==> src/sv/kts_pkg.sv <==
// Shared types and constants for the keyframe track sampler.
`default_nettype none
package kts_pkg;
    localparam int MaxKeys  = 64;
    localparam int IdxW     = $clog2(MaxKeys);
    localparam int CntW     = IdxW + 1;
    localparam int TimeW    = 17;
    localparam int ValW     = 32;
    localparam int STimeW   = 18;
    localparam int QueueDepth = 2;

    localparam logic OP_LOAD   = 1'b0;
    localparam logic OP_SAMPLE = 1'b1;

    // Byte address of the key count register.
    localparam logic [1:0] REG_KEY_COUNT = 2'd0;

    // Classified item handed from the front part to the back part.
    typedef struct packed {
        logic              is_sample;
        logic [IdxW-1:0]   key_index;
        logic [TimeW-1:0]  key_time;
        logic [ValW-1:0]   key_value;
        logic              key_is_step;
        logic [TimeW-1:0]  t;
    } t_cmd;
endpackage
`default_nettype wire

==> src/sv/kts_front.sv <==
// Front part: accepts items, clamps the sample time, and queues commands.
`default_nettype none
module kts_front import kts_pkg::*; (
    input  wire               i_clk,
    input  wire               i_rst_n,
    input  wire               i_push,
    output logic              o_full,
    input  wire               i_op,
    input  wire [IdxW-1:0]    i_key_index,
    input  wire [TimeW-1:0]   i_key_time,
    input  wire signed [ValW-1:0] i_key_value,
    input  wire               i_key_is_step,
    input  wire signed [STimeW-1:0] i_sample_time,
    output logic              o_cmd_valid,
    output t_cmd              o_cmd,
    input  wire               i_cmd_take
);
    t_cmd r_q [QueueDepth];
    logic r_wp, r_rp;
    logic [1:0] r_cnt;
    t_cmd w_cmd;
    logic w_push, w_pop;

    // Clamp sample time to 0..1.0 and build the command.
    always_comb begin
        w_cmd.is_sample   = (i_op == OP_SAMPLE);
        w_cmd.key_index   = i_key_index;
        w_cmd.key_time    = i_key_time;
        w_cmd.key_value   = i_key_value;
        w_cmd.key_is_step = i_key_is_step;
        if (i_sample_time < 0) w_cmd.t = '0;
        else if (i_sample_time > 18'sd65536) w_cmd.t = TimeW'(65536);
        else w_cmd.t = i_sample_time[TimeW-1:0];
    end

    assign o_full      = (r_cnt == 2'(QueueDepth));
    assign o_cmd_valid = (r_cnt != 2'd0);
    assign o_cmd       = r_q[r_rp];
    assign w_push      = i_push && !o_full;
    assign w_pop       = i_cmd_take && o_cmd_valid;

    // Two-entry command queue.
    always_ff @(posedge i_clk) begin
        if (!i_rst_n) begin
            r_wp <= 1'b0;
            r_rp <= 1'b0;
            r_cnt <= '0;
        end else begin
            if (w_push) r_wp <= ~r_wp;
            if (w_pop) r_rp <= ~r_rp;
            r_cnt <= r_cnt + 2'(w_push) - 2'(w_pop);
        end
        if (w_push) r_q[r_wp] <= w_cmd;
    end

    a_cnt_bound: assert property (@(posedge i_clk) disable iff (!i_rst_n)
        r_cnt <= 2'(QueueDepth)) else $error("queue count overflow");
    a_full_no_grow: assert property (@(posedge i_clk) disable iff (!i_rst_n)
        o_full && !w_pop |=> o_full) else $error("full queue lost an entry");
    a_empty_stays: assert property (@(posedge i_clk) disable iff (!i_rst_n)
        !o_cmd_valid && !i_push |=> !o_cmd_valid) else $error("entry invented");
endmodule
`default_nettype wire

==> config.mk <==
export PLATFORM = sky130hd
export DESIGN_NAME = kts_front
export DESIGN_NICKNAME = d
export VERILOG_FILES = /design/src/sv/kts_pkg.sv /design/src/sv/kts_front.sv
export SDC_FILE = /design/constraint.sdc
export NUM_CORES = 1
export LEC_CHECK = 0
export ABC_AREA = 1
export BUFFER_PORTS_ARGS = -buffer_cell sky130_fd_sc_hd__buf_2
export CAP_MARGIN = 10
export CORE_MARGIN = 1
export CORE_UTILIZATION = 53
export CTS_CLUSTER_SIZE = 16
export DETAILED_ROUTE_END_ITERATION = 8
export MAX_ROUTING_LAYER = met4
export PLACE_DENSITY = 0.91
export SLEW_MARGIN = 20
export SYNTH_ARGS = -nofsm -noshare
export SYNTH_HDL_FRONTEND = slang
export SYNTH_SLANG_ARGS = --single-unit
==> constraint.sdc <==
create_clock -name i_clk -period 5.4 [get_ports i_clk]
set_input_delay 0.81 -clock i_clk [delete_from_list [all_inputs] [get_ports i_clk]]
set_output_delay 0.81 -clock i_clk [all_outputs]
set_load 0.005 [all_outputs]
==> results.ini <==
[synth]
synth_edf_count=148
synthArstFlopShare=0
netlist_instances=313
synth_area_leaders=edfxtp_1 73%, mux2_4 15%, mux2_2 2.6%
synth_seq_cells=153
ys_seq_area_frac=0.7459
synth_compound_area_frac=0.02362
synth_flop_cell=edfxtp_1
syn_avg_cell_area_um2=19.46
ys_warn_count=0
synth.distinct_cells=20
yosysTopAreaCellShare=0.7295
syn_nets=394
yosysTopAreaCell=edfxtp_1
yosysMostFrequentCell=edfxtp_1
synth-simple-area-share=0.03040
ys_top_cells_by_count=148 x edfxtp_1, 60 x mux2_4, 25 x nand2_1
syn-cell-area_um2=6092
synth_top_family_by_area=multiplexers
synth_xor_area_frac=0.001438
synthMuxAreaShare=0.1738
synthAdderAreaFrac=0.004108

[floorplan]
die_area_um2=11930
core.rowCount=38
start_util=0.5523
io_pins=155
core_area_um2=11030
die_w_um=109.2
die_h_um=109.2

[setup_path]
worstSetupEndpointType=primary output
regToRegStartpoint=r_cnt[1]
path_class=register to primary output
path_cells=buf_4, mux2_2, buf_2
worstPathMaxFanout=44
cpPeakStageDelay_ns=0.85
r2r_slack_ns=3.35
crit_family=flip-flops
critical_path_required_ns=4.59
r2r_cells=4
cp.arrival_ns=2.39
cp_num_buf_inv=2
cp_slowest_cell=dfxtp_4
r2r-end=r_q[1][60]
startpoint_type=register

[sta]
drv_slew=0
final-setup-viol-count=0
max_freq_mhz=312.5
rsz0062_at_grt=no
finClkSkew_ns=0.007278
maxSlewHeadroom=0.4107
worst_pin_slew_ns=0.8830
period_share=0.5926
hold_violations=0
setup_tns_ns=0
min_period_ns=3.200

[route]
drtAntennaViolNets=0
wl_per_cell_um=16.64
drt_pass1_iterations=4
drc=0
wirelength_um=10540
vias=3197
drt_iter0_markers=139
vias_per_cell=5.051

[clocking]
cts_buffers=17
h-tree-depth=4
ctsResizeCount=0
clk_pin_slew_ns=0.05
insertion_delay_ns=0.40
cts_tree=built
postCtsSetupRepairBufs=0
cts_root_buffer=clkbuf_16
clk_path_buf_depth=2
cts_sinks=153
cts_hold_buf=0

[worst_hold_path]
holdPathStages=2
min_to=r_rp
min_from=r_rp
hold_path.class=register to register

[power]
irDropWorstVdd_mv=0.2322
p_per_area_nw_per_um2=468.1
finalPower_mw=3.578
leakagePower_nw=3.026

[global_routing]
grt_util_met2=0.3068
grt_pass1_wl_um=15490
antenna_found_initial=1
grt_usage=0.1892
grt.overflow.total=0
grt_max_degree=45
grt_pass1_vias=3079
gr-usage-met1=0.2188
use_met3=0.05918
top_usage_layer=met2

[run_status]
outcome=complete, no violations

[final_layout]
drive_gt1_frac=0.5691
area_growth_pct=25.45
nets=561

[placed_design]
place.gp.congestion=0.7966
portBuffers=154
dpl.hpwl_um=7261

[flow_run]
cap_violations=0

==> cell families after synthesis <==
family	after synthesis
AND/OR/NAND/NOR	46
adder cells (fa/ha/maj)	2
buffers and inverters	17
flip-flops	153
XOR/XNOR	1
multiplexers	74
AO/OA/AOI/OAI	20
==> power by group <==
part	switching, mW	internal (mW)	total, mW
Combinational	0.327	0.437	0.764
Clock	0.430	0.769	1.20
Sequential	0.0979	1.52	1.61
==> metrics by stage <==
| stage | cell area (um2) | cells | setup WS, ns | utilization | hold WS [ns] |
|---|---|---|---|---|---|
| detailed placement | 7030 | 601 | 2.608 | 0.6374 | 0.4955 |
| global route | 7642 | 633 | 2.085 | 0.6928 | 0.5494 |
| floorplan | 6092 | 313 | 0.9166 | - | 0.4590 |
| finish | 7642 | 633 | 2.200 | 0.6928 | 0.5040 |
| CTS | 7640 | 632 | 2.150 | 0.6926 | 0.5082 |
| global placement | 6975 | 599 | 2.553 | 0.6324 | 0.4761 |
==> cells in the final DEF, fill, tap and decap left out, types with 2 or more instances in the layout <==
| master | netlist | final |
|---|---|---|
| nor2_1 | 16 | 14 |
| a21oi_2 | 10 | 10 |
| inv_1 | 6 | 6 |
| nor2_2 | 3 | 3 |
| mux2_2 | 14 | 14 |
| a21oi_1 | 7 | 7 |
| nor2_4 | 0 | 2 |
| nand2_1 | 25 | 25 |
| buf_4 | 2 | 3 |
| clkinv_4 | 0 | 2 |
| ha_1 | 2 | 2 |
| bufinv_16 | 0 | 4 |
| clkbuf_16 | 0 | 17 |
| mux2_4 | 60 | 60 |
| edfxtp_1 | 148 | 148 |
| buf_2 | 2 | 154 |
| dfxtp_1 | 5 | 4 |
| clkbuf_1 | 0 | 2 |
| clkinvlp_4 | 0 | 4 |
| buf_16 | 0 | 2 |
==> final cells by class <==
class,count,area [um2]
multi-input cells,143,1436
repair buffers,159,848.3
fillers,728,3388
well taps,140,175.2
clock inverters,12,176.4
diodes,1,2.502
inverters,6,22.52
clock buffers,19,432.9
flip-flops and latches,153,4548
==> routing by layer <==
metal / vias up / wire length [um]
met1: 1548 / 4334
met4: 0 / 173
met5: - / 0
met2: 112 / 5479
li1: 1522 / -
met3: 15 / 548
==> registers in the layout, summed over array words and instances, names as in the netlist, named ones only <==
name / cells
r_cnt: 2
r_wp: 1
r_q: 148
r_rp: 1
==> worst reg2reg max path, stage by stage, from the launching register on <==
cell and delay [ns]:
dfxtp_1 0.32, inv_1 0.12, o21ai_2 0.13, nor2_4 0.60, buf_4 0.52
==> worst max-delay path by stage <==
stage / end / start / cells after the start / slack [ns]
2_1_floorplan: r_q[0][0] / i_push / 2 / 0.92
3_3_place_gp: r_q[1][63] / i_push / 4 / 2.55
3_5_place_dp: o_cmd[70] / register / 3 / 2.61
4_1_cts: o_cmd[70] / register / 3 / 2.15
5_1_grt: o_cmd[70] / register / 3 / 2.08
6_report: o_cmd[71] / register / 3 / 2.20
No activity file was read; power rests on OpenSTA's default activity.
